===== src/rtl/mlpq_pkg.sv =====
// Package for the multilevel priority FIFO: field widths, action and status
// codes, controller state encoding and default sizes.
// No dependencies.
`default_nettype none

package mlpq_pkg;

  localparam int ACTION_W = 2;
  localparam int LEVEL_W  = 3;
  localparam int DATA_W   = 16;
  localparam int STATUS_W = 2;

  localparam int LEVELS_DEF      = 8;
  localparam int LEVEL_DEPTH_DEF = 16;

  typedef enum logic [ACTION_W-1:0] {
    ACT_CLEAR    = 2'd0,
    ACT_PUSH     = 2'd1,
    ACT_POP      = 2'd2,
    ACT_PUSH_POP = 2'd3
  } action_e;

  typedef enum logic [STATUS_W-1:0] {
    ST_OK    = 2'd0,
    ST_FULL  = 2'd1,
    ST_EMPTY = 2'd2,
    ST_PASS  = 2'd3
  } status_e;

  typedef enum logic [2:0] {
    CS_IDLE,
    CS_PUSH,
    CS_POP_RD,
    CS_POP,
    CS_DATA,
    CS_DONE
  } ctrl_state_e;

endpackage

`default_nettype wire


===== src/rtl/mlpq_if.sv =====
// Request and response channel interfaces of the multilevel priority FIFO.
// Depends on mlpq_pkg for field widths.
`default_nettype none

interface mlpq_req_if;
  logic                         valid;
  logic                         ready;
  logic [mlpq_pkg::ACTION_W-1:0] action;
  logic [mlpq_pkg::LEVEL_W-1:0]  level;
  logic [mlpq_pkg::DATA_W-1:0]   data_in;

  modport source (output valid, output action, output level, output data_in, input ready);
  modport sink   (input valid, input action, input level, input data_in, output ready);
endinterface

interface mlpq_rsp_if;
  logic                          valid;
  logic                          ready;
  logic [mlpq_pkg::STATUS_W-1:0] status;
  logic [mlpq_pkg::DATA_W-1:0]   data_out;

  modport source (output valid, output status, output data_out, input ready);
  modport sink   (input valid, input status, input data_out, output ready);
endinterface

`default_nettype wire


===== src/rtl/mlpq_entry_ram.sv =====
// Entry store: one synchronous memory holding all levels' FIFO slots,
// one write and one registered read per cycle. Depends on mlpq_pkg.
`default_nettype none

module mlpq_entry_ram #(
  parameter int DEPTH = mlpq_pkg::LEVELS_DEF * mlpq_pkg::LEVEL_DEPTH_DEF,
  parameter int AW    = $clog2(DEPTH)
) (
  input  wire logic                        clk_i,
  input  wire logic                        we_i,
  input  wire logic [AW-1:0]               waddr_i,
  input  wire logic [mlpq_pkg::DATA_W-1:0] wdata_i,
  input  wire logic                        re_i,
  input  wire logic [AW-1:0]               raddr_i,
  output      logic [mlpq_pkg::DATA_W-1:0] rdata_o
);

  logic [mlpq_pkg::DATA_W-1:0] mem [DEPTH];
  logic [mlpq_pkg::DATA_W-1:0] rdata_q;

  always_ff @(posedge clk_i) begin
    if (we_i) begin
      mem[waddr_i] <= wdata_i;
    end
    if (re_i) begin
      rdata_q <= mem[raddr_i];
    end
  end

  assign rdata_o = rdata_q;

endmodule

`default_nettype wire


===== src/rtl/mlpq_ptr_ram.sv =====
// Pointer store: {head, tail} per level in a synchronous memory with a
// registered read. Per-level valid bits make unwritten or cleared levels
// read as zero pointers. Depends on mlpq_pkg.
`default_nettype none

module mlpq_ptr_ram #(
  parameter int LEVELS = mlpq_pkg::LEVELS_DEF,
  parameter int PW     = 4,
  parameter int LIW    = (LEVELS > 1) ? $clog2(LEVELS) : 1
) (
  input  wire logic            clk_i,
  input  wire logic            rst_ni,
  input  wire logic            clr_i,
  input  wire logic            we_i,
  input  wire logic [LIW-1:0]  waddr_i,
  input  wire logic [2*PW-1:0] wdata_i,
  input  wire logic            re_i,
  input  wire logic [LIW-1:0]  raddr_i,
  output      logic [2*PW-1:0] rdata_o
);

  logic [2*PW-1:0] mem [LEVELS];
  logic [2*PW-1:0] rdata_q;
  logic [LEVELS-1:0] vld_q;
  logic rvld_q;

  always_ff @(posedge clk_i) begin
    if (we_i) begin
      mem[waddr_i] <= wdata_i;
    end
    if (re_i) begin
      rdata_q <= mem[raddr_i];
    end
  end

  always_ff @(posedge clk_i or negedge rst_ni) begin
    if (!rst_ni) begin
      vld_q  <= '0;
      rvld_q <= 1'b0;
    end else begin
      if (clr_i) begin
        vld_q <= '0;
      end else if (we_i) begin
        vld_q[waddr_i] <= 1'b1;
      end
      if (re_i) begin
        rvld_q <= vld_q[raddr_i];
      end
    end
  end

  // never-written levels read as head = tail = 0
  assign rdata_o = rvld_q ? rdata_q : '0;

endmodule

`default_nettype wire


===== src/rtl/mlpq_ctrl.sv =====
// Controller: nonempty bitmap, priority encoder, sequencer that reads,
// updates and writes back the pointer and entry stores, and the output
// register. Depends on mlpq_pkg and mlpq_if.
`default_nettype none

module mlpq_ctrl #(
  parameter int LEVELS      = mlpq_pkg::LEVELS_DEF,
  parameter int LEVEL_DEPTH = mlpq_pkg::LEVEL_DEPTH_DEF,
  parameter int PW          = $clog2(LEVEL_DEPTH),
  parameter int LIW         = (LEVELS > 1) ? $clog2(LEVELS) : 1,
  parameter int AW          = $clog2(LEVELS * LEVEL_DEPTH)
) (
  input  wire logic                        clk_i,
  input  wire logic                        rst_ni,
  mlpq_req_if.sink                         req_i,
  mlpq_rsp_if.source                       rsp_o,
  // pointer store
  output      logic                        ptr_clr_o,
  output      logic                        ptr_we_o,
  output      logic [LIW-1:0]              ptr_waddr_o,
  output      logic [2*PW-1:0]             ptr_wdata_o,
  output      logic                        ptr_re_o,
  output      logic [LIW-1:0]              ptr_raddr_o,
  input  wire logic [2*PW-1:0]             ptr_rdata_i,
  // entry store
  output      logic                        ent_we_o,
  output      logic [AW-1:0]               ent_waddr_o,
  output      logic [mlpq_pkg::DATA_W-1:0] ent_wdata_o,
  output      logic                        ent_re_o,
  output      logic [AW-1:0]               ent_raddr_o,
  input  wire logic [mlpq_pkg::DATA_W-1:0] ent_rdata_i
);

  localparam int CMP_W = 6;

  mlpq_pkg::ctrl_state_e state_q, state_d;
  mlpq_pkg::action_e     act_q, act_d, req_act;

  logic [LEVELS-1:0]           bitmap_q, bitmap_d;
  logic [LIW-1:0]              lv_q, lv_d;
  logic [LIW-1:0]              top_q, top_d, top_c;
  logic [mlpq_pkg::DATA_W-1:0] val_q, val_d;
  logic [mlpq_pkg::STATUS_W-1:0] res_status_q, res_status_d;
  logic [mlpq_pkg::DATA_W-1:0] res_data_q, res_data_d;
  logic                        out_valid_q, out_valid_d;
  logic [mlpq_pkg::STATUS_W-1:0] out_status_q, out_status_d;
  logic [mlpq_pkg::DATA_W-1:0] out_data_q, out_data_d;

  logic [CMP_W-1:0] lvl_ext, top_ext;
  logic             in_range;
  logic [PW-1:0]    rd_head, rd_tail, head_nxt, tail_nxt;

  function automatic logic [PW-1:0] ptr_inc(input logic [PW-1:0] p);
    logic [PW-1:0] r;
    if (p == PW'(LEVEL_DEPTH - 1)) begin
      r = '0;
    end else begin
      r = p + 1'b1;
    end
    return r;
  endfunction

  // most urgent nonempty level
  always_comb begin
    top_c = '0;
    for (int i = LEVELS - 1; i >= 0; i--) begin
      if (bitmap_q[i]) begin
        top_c = LIW'(i);
      end
    end
  end

  assign req_act  = mlpq_pkg::action_e'(req_i.action);
  assign lvl_ext  = CMP_W'(req_i.level);
  assign top_ext  = CMP_W'(top_c);
  assign in_range = lvl_ext < CMP_W'(LEVELS);

  assign rd_head  = ptr_rdata_i[2*PW-1:PW];
  assign rd_tail  = ptr_rdata_i[PW-1:0];
  assign head_nxt = ptr_inc(rd_head);
  assign tail_nxt = ptr_inc(rd_tail);

  always_comb begin
    state_d      = state_q;
    act_d        = act_q;
    lv_d         = lv_q;
    top_d        = top_q;
    val_d        = val_q;
    bitmap_d     = bitmap_q;
    res_status_d = res_status_q;
    res_data_d   = res_data_q;
    out_valid_d  = out_valid_q;
    out_status_d = out_status_q;
    out_data_d   = out_data_q;

    req_i.ready  = 1'b0;
    ptr_clr_o    = 1'b0;
    ptr_we_o     = 1'b0;
    ptr_waddr_o  = lv_q;
    ptr_wdata_o  = {rd_head, tail_nxt};
    ptr_re_o     = 1'b0;
    ptr_raddr_o  = LIW'(req_i.level);
    ent_we_o     = 1'b0;
    ent_waddr_o  = AW'(lv_q) * AW'(LEVEL_DEPTH) + AW'(rd_tail);
    ent_wdata_o  = val_q;
    ent_re_o     = 1'b0;
    ent_raddr_o  = AW'(top_q) * AW'(LEVEL_DEPTH) + AW'(rd_head);

    // drop the output once taken
    if (out_valid_q && rsp_o.ready) begin
      out_valid_d = 1'b0;
    end

    case (state_q)
      mlpq_pkg::CS_IDLE: begin
        req_i.ready = 1'b1;
        if (req_i.valid) begin
          act_d        = req_act;
          lv_d         = LIW'(req_i.level);
          top_d        = top_c;
          val_d        = req_i.data_in;
          res_data_d   = '0;
          res_status_d = mlpq_pkg::ST_OK;
          state_d      = mlpq_pkg::CS_DONE;
          case (req_act)
            mlpq_pkg::ACT_CLEAR: begin
              ptr_clr_o = 1'b1;
              bitmap_d  = '0;
            end
            mlpq_pkg::ACT_PUSH: begin
              if (!in_range) begin
                res_status_d = mlpq_pkg::ST_FULL;
              end else begin
                ptr_re_o = 1'b1;
                state_d  = mlpq_pkg::CS_PUSH;
              end
            end
            mlpq_pkg::ACT_POP: begin
              if (bitmap_q == '0) begin
                res_status_d = mlpq_pkg::ST_EMPTY;
              end else begin
                ptr_re_o    = 1'b1;
                ptr_raddr_o = top_c;
                state_d     = mlpq_pkg::CS_POP;
              end
            end
            default: begin
              if (bitmap_q == '0 || lvl_ext < top_ext) begin
                res_status_d = mlpq_pkg::ST_PASS;
                res_data_d   = req_i.data_in;
              end else if (!in_range) begin
                res_status_d = mlpq_pkg::ST_FULL;
              end else begin
                ptr_re_o = 1'b1;
                state_d  = mlpq_pkg::CS_PUSH;
              end
            end
          endcase
        end
      end

      mlpq_pkg::CS_PUSH: begin
        if (bitmap_q[lv_q] && rd_head == rd_tail) begin
          res_status_d = mlpq_pkg::ST_FULL;
          state_d      = mlpq_pkg::CS_DONE;
        end else begin
          ent_we_o       = 1'b1;
          ptr_we_o       = 1'b1;
          bitmap_d[lv_q] = 1'b1;
          if (act_q == mlpq_pkg::ACT_PUSH) begin
            state_d = mlpq_pkg::CS_DONE;
          end else begin
            state_d = mlpq_pkg::CS_POP_RD;
          end
        end
      end

      mlpq_pkg::CS_POP_RD: begin
        // pointer write of the push lands first, then fetch the pop level
        ptr_re_o    = 1'b1;
        ptr_raddr_o = top_q;
        state_d     = mlpq_pkg::CS_POP;
      end

      mlpq_pkg::CS_POP: begin
        ent_re_o    = 1'b1;
        ptr_we_o    = 1'b1;
        ptr_waddr_o = top_q;
        ptr_wdata_o = {head_nxt, rd_tail};
        if (head_nxt == rd_tail) begin
          bitmap_d[top_q] = 1'b0;
        end
        state_d = mlpq_pkg::CS_DATA;
      end

      mlpq_pkg::CS_DATA: begin
        res_status_d = mlpq_pkg::ST_OK;
        res_data_d   = ent_rdata_i;
        state_d      = mlpq_pkg::CS_DONE;
      end

      mlpq_pkg::CS_DONE: begin
        // hold until the output register frees up
        if (!out_valid_q || rsp_o.ready) begin
          out_valid_d  = 1'b1;
          out_status_d = res_status_q;
          out_data_d   = res_data_q;
          state_d      = mlpq_pkg::CS_IDLE;
        end
      end

      default: begin
        state_d = mlpq_pkg::CS_IDLE;
      end
    endcase
  end

  always_ff @(posedge clk_i or negedge rst_ni) begin
    if (!rst_ni) begin
      state_q     <= mlpq_pkg::CS_IDLE;
      bitmap_q    <= '0;
      out_valid_q <= 1'b0;
    end else begin
      state_q     <= state_d;
      bitmap_q    <= bitmap_d;
      out_valid_q <= out_valid_d;
    end
  end

  always_ff @(posedge clk_i) begin
    act_q        <= act_d;
    lv_q         <= lv_d;
    top_q        <= top_d;
    val_q        <= val_d;
    res_status_q <= res_status_d;
    res_data_q   <= res_data_d;
    out_status_q <= out_status_d;
    out_data_q   <= out_data_d;
  end

  assign rsp_o.valid    = out_valid_q;
  assign rsp_o.status   = out_status_q;
  assign rsp_o.data_out = out_data_q;

endmodule

`default_nettype wire


===== src/rtl/multilevel_priority_fifo_top.sv =====
// Multilevel priority FIFO. Clear and answers decided from the bitmap go straight
// to the response stage; push reads the pointer store first, pop also reads the
// entry store, and a push-pop that moves data does the push and then the pop.
// A new request is taken once the sequencer is back in idle, so the block takes no
// new request while the pointer and entry memory accesses of the last are under way.
// Reset empties every level; entry contents are kept. Needs mlpq_pkg, mlpq_if.
`default_nettype none

module multilevel_priority_fifo_top #(
  parameter int LEVELS      = mlpq_pkg::LEVELS_DEF,
  parameter int LEVEL_DEPTH = mlpq_pkg::LEVEL_DEPTH_DEF
) (
  input  wire logic  clk_i,
  input  wire logic  rst_ni,
  mlpq_req_if.sink   req_i,
  mlpq_rsp_if.source rsp_o
);

  localparam int PW    = $clog2(LEVEL_DEPTH);
  localparam int LIW   = (LEVELS > 1) ? $clog2(LEVELS) : 1;
  localparam int DEPTH = LEVELS * LEVEL_DEPTH;
  localparam int AW    = $clog2(DEPTH);

  logic                        ptr_clr, ptr_we, ptr_re;
  logic [LIW-1:0]              ptr_waddr, ptr_raddr;
  logic [2*PW-1:0]             ptr_wdata, ptr_rdata;
  logic                        ent_we, ent_re;
  logic [AW-1:0]               ent_waddr, ent_raddr;
  logic [mlpq_pkg::DATA_W-1:0] ent_wdata, ent_rdata;

  mlpq_ctrl #(
    .LEVELS      (LEVELS),
    .LEVEL_DEPTH (LEVEL_DEPTH),
    .PW          (PW),
    .LIW         (LIW),
    .AW          (AW)
  ) u_ctrl (
    .clk_i       (clk_i),
    .rst_ni      (rst_ni),
    .req_i       (req_i),
    .rsp_o       (rsp_o),
    .ptr_clr_o   (ptr_clr),
    .ptr_we_o    (ptr_we),
    .ptr_waddr_o (ptr_waddr),
    .ptr_wdata_o (ptr_wdata),
    .ptr_re_o    (ptr_re),
    .ptr_raddr_o (ptr_raddr),
    .ptr_rdata_i (ptr_rdata),
    .ent_we_o    (ent_we),
    .ent_waddr_o (ent_waddr),
    .ent_wdata_o (ent_wdata),
    .ent_re_o    (ent_re),
    .ent_raddr_o (ent_raddr),
    .ent_rdata_i (ent_rdata)
  );

  mlpq_ptr_ram #(
    .LEVELS (LEVELS),
    .PW     (PW),
    .LIW    (LIW)
  ) u_ptr_ram (
    .clk_i   (clk_i),
    .rst_ni  (rst_ni),
    .clr_i   (ptr_clr),
    .we_i    (ptr_we),
    .waddr_i (ptr_waddr),
    .wdata_i (ptr_wdata),
    .re_i    (ptr_re),
    .raddr_i (ptr_raddr),
    .rdata_o (ptr_rdata)
  );

  mlpq_entry_ram #(
    .DEPTH (DEPTH),
    .AW    (AW)
  ) u_entry_ram (
    .clk_i   (clk_i),
    .we_i    (ent_we),
    .waddr_i (ent_waddr),
    .wdata_i (ent_wdata),
    .re_i    (ent_re),
    .raddr_i (ent_raddr),
    .rdata_o (ent_rdata)
  );

endmodule

`default_nettype wire


===== src/flat_wrapper.sv =====
// flat-port wrapper written by rule: the top's interface ports become plain ports
module multilevel_priority_fifo_top_flat 
#(
  parameter int LEVELS      = mlpq_pkg::LEVELS_DEF,
  parameter int LEVEL_DEPTH = mlpq_pkg::LEVEL_DEPTH_DEF
)
  (clk_i, rst_ni, req_i_valid, req_i_action, req_i_level, req_i_data_in, req_i_ready, rsp_o_valid, rsp_o_status, rsp_o_data_out, rsp_o_ready);
  mlpq_req_if req_i_i ();
  mlpq_rsp_if rsp_o_i ();
  input  wire logic clk_i;
  input  wire logic rst_ni;
  input wire logic [$bits(req_i_i.valid)-1:0] req_i_valid;
  input wire logic [$bits(req_i_i.action)-1:0] req_i_action;
  input wire logic [$bits(req_i_i.level)-1:0] req_i_level;
  input wire logic [$bits(req_i_i.data_in)-1:0] req_i_data_in;
  output wire logic [$bits(req_i_i.ready)-1:0] req_i_ready;
  output wire logic [$bits(rsp_o_i.valid)-1:0] rsp_o_valid;
  output wire logic [$bits(rsp_o_i.status)-1:0] rsp_o_status;
  output wire logic [$bits(rsp_o_i.data_out)-1:0] rsp_o_data_out;
  input wire logic [$bits(rsp_o_i.ready)-1:0] rsp_o_ready;
  assign req_i_i.valid = req_i_valid;
  assign req_i_i.action = req_i_action;
  assign req_i_i.level = req_i_level;
  assign req_i_i.data_in = req_i_data_in;
  assign req_i_ready = req_i_i.ready;
  assign rsp_o_valid = rsp_o_i.valid;
  assign rsp_o_status = rsp_o_i.status;
  assign rsp_o_data_out = rsp_o_i.data_out;
  assign rsp_o_i.ready = rsp_o_ready;
  multilevel_priority_fifo_top #(.LEVELS(LEVELS), .LEVEL_DEPTH(LEVEL_DEPTH)) u_core (.clk_i(clk_i), .rst_ni(rst_ni), .req_i(req_i_i), .rsp_o(rsp_o_i));
endmodule

===== config.mk =====
export PLATFORM = sky130hd
export DESIGN_NAME = multilevel_priority_fifo_top_flat
export DESIGN_NICKNAME = d
export VERILOG_FILES = /design/src/rtl/mlpq_pkg.sv /design/src/rtl/mlpq_if.sv /design/src/rtl/mlpq_entry_ram.sv /design/src/rtl/mlpq_ptr_ram.sv /design/src/rtl/mlpq_ctrl.sv /design/src/rtl/multilevel_priority_fifo_top.sv /design/src/flat_wrapper.sv
export SDC_FILE = /design/constraint.sdc
export NUM_CORES = 2
export LEC_CHECK = 0
export BUFFER_PORTS_ARGS = -buffer_cell sky130_fd_sc_hd__buf_2
export CORE_MARGIN = 2
export CORE_UTILIZATION = 35
export DETAILED_ROUTE_END_ITERATION = 10
export SYNTH_ARGS = -nofsm -noshare
export SYNTH_HDL_FRONTEND = slang
export SYNTH_SLANG_ARGS = --single-unit

===== constraint.sdc =====
create_clock -name clk_i -period 10 [get_ports clk_i]
set_input_delay 1 -clock clk_i [delete_from_list [all_inputs] [get_ports clk_i]]
set_output_delay 1 -clock clk_i [all_outputs]
set_load 0.03 [all_outputs]

; Yosys cells after proc, flatten, opt, wreduce, memory -nomap -nowiden
; Memories as Yosys holds them, arrays and structs flattened. A register that Yosys moved wholly into a read port is not among the register bits.
; Index checks and enable logic that the tools add are counted.
; W data, S select, Z words.
[word_totals]
inputBits = 25
mem_count = 2
regBits = 81
ramBits = 2112
word_cells = 147
[op_classes]
n_lt_le_gt_ge = 9
bitwise = 4
add_sub_neg = 4
reduce_logical = 22
eq_ne = 18
mux = 75
[memory_table]
columns = name, depth, word_bits, read_ports, rd_ports_with_merged_regs, write_ports, line_no
row1 = u_core.u_entry_ram.mem, 128, 16, 1, 1, 1, mlpq_entry_ram.sv:18  ; logic [mlpq_pkg::DATA_W-1:0] mem [DEPTH];
row2 = u_core.u_ptr_ram.mem, 8, 8, 1, 1, 1, mlpq_ptr_ram.sv:22  ; logic [2*PW-1:0] mem [LEVELS];
[op_table]
columns = op, n
row1 = $mux W8, 8
row2 = $mux W3, 19
row3 = $mux W16, 3
row4 = $pmux W16 S2, 1
row5 = $mux W1, 24
row6 = $pmux W8 S3, 1
row7 = $lt A3 B4 Y1 const B, 5
row8 = $pmux W3 S6, 1
row9 = $or A8 B8 Y8, 2
row10 = $add A7 B4 Y7, 2
row11 = $pmux W2 S3, 2
row12 = $ne A2 B2 Y1 const B, 5
row13 = $demux W1 S3, 3
row14 = $ge A3 B1 Y1 const B, 3
row15 = $pmux W3 S3, 1
row16 = $add A4 B1 Y4 const B, 2
row17 = $and A8 B8 Y8, 1
row18 = $eq A4 B4 Y1, 2
row19 = $eq A4 B4 Y1 const B, 2
row20 = $logic_not A8 Y1, 1
row21 = $mux W2, 4
row22 = $mux W4, 2
row23 = $not A8 Y8, 1
row24 = $reduce_and A2 Y1, 4
row25 = 21 further kinds, 33

; Logic depth before layout (Yosys ltp)
[depth]
ltp_word = 14
depth_mapped = 14

; By module
; Synthesis repeated with hierarchy kept, for this count alone.
[hier_totals]
hier_cells = 3504
area_unflattened_um2 = 85276.8
[by_module_without_submodules]
columns = mod, area_per_inst_um2, seq_area_each_um2, cells_each, n_inst
row1 = mlpq_entry_ram, 78683.0, 61979.4, 3086, 1
row2 = mlpq_ctrl, 3415.8, 2102.0, 270, 1
row3 = mlpq_ptr_ram, 3178.0, 2387.3, 148, 1

; Worst setup path after synthesis
; No wires, ideal clock.
[synth_timing]
path_kind = reg2reg
from = reg u_core.u_ctrl.state_q[1]
to = reg u_core.u_ptr_ram.rvld_q
t_required_ns = 9.875
path_buffers = 1
path_stages_with_launch = 11
path_slack_ns = 6.055
synth_period_minus_slack_ns = 3.945
arrival_time_ns = 3.820
path_cell_list = dfrtp_1 nor3_1 nand2_1 inv_1 o211ai_2 and2_2 a222oi_1 buf_6 mux4_2 mux2_2 mux2_2
[synth_between]
elab_chain_cells = 4
elab_cells_between_ends = 6
[synth_rtl]
columns = item, line_no
row1 = start: declaration, mlpq_ctrl.sv:36  ; mlpq_pkg::ctrl_state_e state_q, state_d;
row2 = start signal: assignment, mlpq_ctrl.sv:220  ; state_q <= mlpq_pkg::CS_IDLE;
row3 = start signal: assignment, mlpq_ctrl.sv:224  ; state_q <= state_d;
row4 = $eq A3 B2 Y1 / $logic_not A3 Y1 (equally long branches), mlpq_ctrl.sv:114  ; case (state_q)
row5 = $pmux W3 S2, mlpq_ctrl.sv:114
row6 = $bmux W1 S3, mlpq_ptr_ram.sv:47  ; rvld_q <= vld_q[raddr_i];
row7 = $mux W1 (implied by the code), mlpq_ptr_ram.sv:47
row8 = end signal: assignment, mlpq_ptr_ram.sv:47
row9 = end: declaration, mlpq_ptr_ram.sv:25  ; logic rvld_q;
; Several ways; a longest one is shown, not always the timed one. The select of a mux whose other input is x is not followed.
; A chain may end at the register's enable or synchronous reset.

; Worst setup path in the final report
[layout_timing]
from = reg u_core.u_ptr_ram.rdata_q[5], read port of u_core.u_ptr_ram.mem
to = reg u_core.u_entry_ram.rdata_q, in the netlist u_core.u_entry_ram.rdata_o[7], read port of u_core.u_entry_ram.mem (data pin)
[layout_between]
elab_chain_cells = 2
[layout_rtl]
columns = item, line_no
row1 = start: declaration, mlpq_ptr_ram.sv:23  ; logic [2*PW-1:0] rdata_q;
row2 = $mux W8, mlpq_ptr_ram.sv:53  ; assign rdata_o = rvld_q ? rdata_q : '0;
row3 = $add A7 B4 Y7, mlpq_ctrl.sv:107  ; ent_raddr_o = AW'(top_q) * AW'(LEVEL_DEPTH) + AW'(rd_head);
row4 = end: declaration, mlpq_entry_ram.sv:19  ; logic [mlpq_pkg::DATA_W-1:0] rdata_q;
; Every way passes these cells.

==> out/qor.txt <==
status -> complete, but fails checks
failing checks -> max-capacitance violations, max-slew violations
CP cell instances -> buf_12, buf_4, nor2b_4, buf_4, buf_12, a22oi_1, a211oi_1, o311ai_0, nand2_1
CTS tree -> yes
Placeable Area -> 249000 um^2
dpl cells -> 8386
Sw Share -> 33.2%
Mapped Area -> 87900 um^2
worst-margin pin slew -> 1600 ps
Worst R2R Setup Slack -> 5100 ps
Max Transition Viols Final -> 2
register bit count reported by yosys -> 2217
unique cell type count in the Yosys netlist -> 56
Placement Setup Slack -> 5090 ps
Routed Antenna Nets -> 0
syn_nets -> 5178
WS Path Type -> reg -> reg
total DRC errors in the routed layout -> 0
DR vias -> 49900
crit path time final -> 4900 ps
final setup TNS -> 0 ps
gp weighted congestion -> 0.842
Rows -> 183
Area Overhead vs Synth -> 13.7%
number of antenna violations at the first check in global routing -> 13
CTS root buf -> clkbuf_16
CTS Buffer Depth -> 3
die height -> 505 um
clock latency on the worst-skew pair -> 890 ps
largest net degree at the start of global routing -> 123
first-pass GRT wire length -> 358 mm
Comb pwr share -> 26.6%
Total Routed Length -> 252 mm
total power -> 25.9 mW
ratio of cells with drive above 1 in the final layout -> 22.7%
Worst Path Arrival -> 5600 ps
grt ovf -> 0
internal power -> 17.3 mW
FF-to-FF path depth -> 9
layout net count -> 5308
Clock power frac -> 30.8%
skew final -> 83.5 ps
max-cap viol count -> 1
Initial Utilization -> 35.3%
top_reg_cell synth -> edfxtp_1
# clock sinks -> 2217
Total GRT Usage -> 19.1%
Ports -> 45
Flop pwr share -> 42.5%
First-pass DRT Iterations -> 6
vias in the first global route -> 48500
DP Wirelength -> 141 mm
Final Hold Viols -> 0
Worst VDD drop -> 0.224 mV
asr flop ratio synth -> 0.947%
CP startpoint -> u_core.u_ptr_ram.rdata_q[5]$_DFFE_PP_
Seq/Total Area, Yosys -> 75.6%
clock slew seen by the registers of the worst setup and hold paths -> 60 ps
synthesized instance count -> 5149
critical path peak fanout -> 122
Hold-fix buffers, CTS -> 0
IO buf count -> 44
fin crit share -> 49.0%
Detailed Route Iter0 Violations -> 6369
synth warn -> 0
full die area -> 255000 um^2
cts bufs inserted -> 221
EDFF count, synth -> 2196
worst hold path type -> in -> async
Reg-to-Reg Start -> u_core.u_ptr_ram.rdata_q[5]$_DFFE_PP_
Psw -> 8.60 mW
Highest Clock Rate -> 204 MHz
Crit path required time -> 10710 ps
kind of start point of the critical path -> flop
RSZ-0062 raised after global routing -> no
Post-CTS Setup Repair Bufs -> 0
Slew Limit Headroom -> -7.09%
Die X -> 505 um
post-CTS sizing -> 0
worst hold margin -> 104 ps
Pleak -> 31.4 nW
critical path's slowest cell -> a211oi_1
DR WL/cell -> 28.6 um
Final Worst Setup Slack -> 5100 ps
Vias/cell -> 5.67
syn avg cell area -> 17.1 um^2
Power Dens Cells -> 259 nW/um^2
H-Tree Depth -> 4
slowest stage delay, CP -> 1260 ps
Setup crit end kind -> flop
non-filler cells, final -> 8800
# setup viols final -> 0
state kept, by name (all words and copies together) (netlist names), 3 cells and up:
signal and count:
u_core.u_ctrl.state_q 3, u_core.u_ctrl.res_data_q 16, u_core.u_ptr_ram.mem 64, u_core.u_ctrl.bitmap_q 8
u_core.u_ptr_ram.rdata_q 8, u_core.u_ctrl.ent_wdata_o 16, u_core.u_ctrl.rsp_o.data_out 16, u_core.u_entry_ram.rdata_o 16
u_core.u_entry_ram.mem 2048, u_core.u_ctrl.top_q 3, u_core.u_ptr_ram.vld_q 8, u_core.u_ctrl.lv_q 3
power by group through the flow:
stage / Clock [mW] / Combinational (mW) / Sequential, mW
2_1_floorplan: 0 / 3.87 / 11.3
3_3_place_gp: 0 / 6.75 / 11.2
3_5_place_dp: 0 / 6.83 / 11.2
4_1_cts: 8.10 / 6.85 / 11.0
5_1_grt: 8.45 / 7.23 / 11.0
6_report: 7.98 / 6.90 / 11.0
cells in the mapped netlist, types with 13 or more instances:
cell type | number | area share (%)
edfxtp_1 | 2196 | 75
mux2_2 | 632 | 8.1
a21oi_1 | 496 | 2.8
clkbuf_1 | 247 | 1.1
a22oi_1 | 233 | 2.0
mux2i_1 | 198 | 2.3
o21ai_0 | 160 | 0.91
nor2_1 | 146 | 0.62
a221o_1 | 128 | 1.5
a221oi_1 | 109 | 1.1
nor3_1 | 109 | 0.62
buf_2 | 63 | 0.36
buf_1 | 59 | 0.25
o22ai_1 | 57 | 0.41
nand2_1 | 47 | 0.20
a22o_1 | 44 | 0.44
a32oi_1 | 26 | 0.26
dfrtp_1 | 21 | 0.60
and2_1 | 13 | 0.093
o311ai_0 | 13 | 0.13
worst paths after layout:
kind	to
max	u_core.u_entry_ram.rdata_o[7]$_DFFE_PP_
min	u_core.u_ctrl.rsp_o.valid$_DFF_PN0_
max reg2reg	u_core.u_entry_ram.rdata_o[7]$_DFFE_PP_
min reg2reg	u_core.u_ctrl.rsp_o.data_out[4]$_DFFE_PP_
max in group asynchronous	u_core.u_ptr_ram.rvld_q$_DFFE_PN0P_
min in group clk_i	u_core.u_ctrl.ent_wdata_o[5]$_DFFE_PP_
cell families after synthesis:
family	share of synthesized area, %
AND/OR/NAND/NOR	2.05
AO/OA/AOI/OAI	9.95
adder cells (fa/ha/maj)	0.0570
XOR/XNOR	0.120
multiplexers	10.4
buffers and inverters	1.77
flip-flops	75.6
stage by stage:
| step | utilization [%] | cell area, um^2 |
|---|---|---|
| after global routing | 40.1 | 99900 |
| after detailed placement | 37.3 | 92900 |
| after global placement | 37.3 | 92800 |
| after floorplan | - | 87900 |
| after CTS | 40.1 | 99900 |
| final | 40.1 | 99900 |
final cells by class:
cell class                      count  area, um^2
Sequential cell                  2217       66500
Timing Repair Buffer              282        2190
Inverter                           12        47.5
Clock buffer                      281        5770
Antenna cell                        3        7.51
Multi-Input combinational cell   2545       20000
Fill cell                       22400      149000
Clock inverter                    130        1220
Tap cell                         3330        4170
cells in the final DEF, fill, tap and decap left out, types with 57 or more instances in the layout:
| master | synthesis | routed |
|---|---|---|
| a21oi_1 | 496 | 496 |
| a221o_1 | 128 | 128 |
| a221oi_1 | 109 | 108 |
| a22oi_1 | 233 | 233 |
| buf_4 | 5 | 219 |
| clkbuf_1 | 247 | 59 |
| clkbuf_16 | 0 | 221 |
| clkinv_1 | 0 | 62 |
| edfxtp_1 | 2196 | 2196 |
| mux2_2 | 632 | 632 |
| mux2i_1 | 198 | 198 |
| nor2_1 | 146 | 145 |
| nor3_1 | 109 | 105 |
| o21ai_0 | 160 | 160 |
| o22ai_1 | 57 | 57 |
layer usage:
metal / global-route usage [%] / share of wire [%] / vias to the layer above
li1: - / - / 21100
met4: 7.25 / 3.8 / 8
met2: 29.9 / 46 / 2380
met3: 3.59 / 8.3 / 379
met1: 26.3 / 42 / 26000
met5: 0 / 0.028 / -
critical path: cells and delay by family (launching register included):
| kind | cells | cell delay (ps) |
|---|---|---|
| simple gates | 2 | 400 |
| compound gates | 3 | 1710 |
| buf+inv | 4 | 2040 |
| flops | 1 | 460 |
Power figures use the tool's default switching activity.
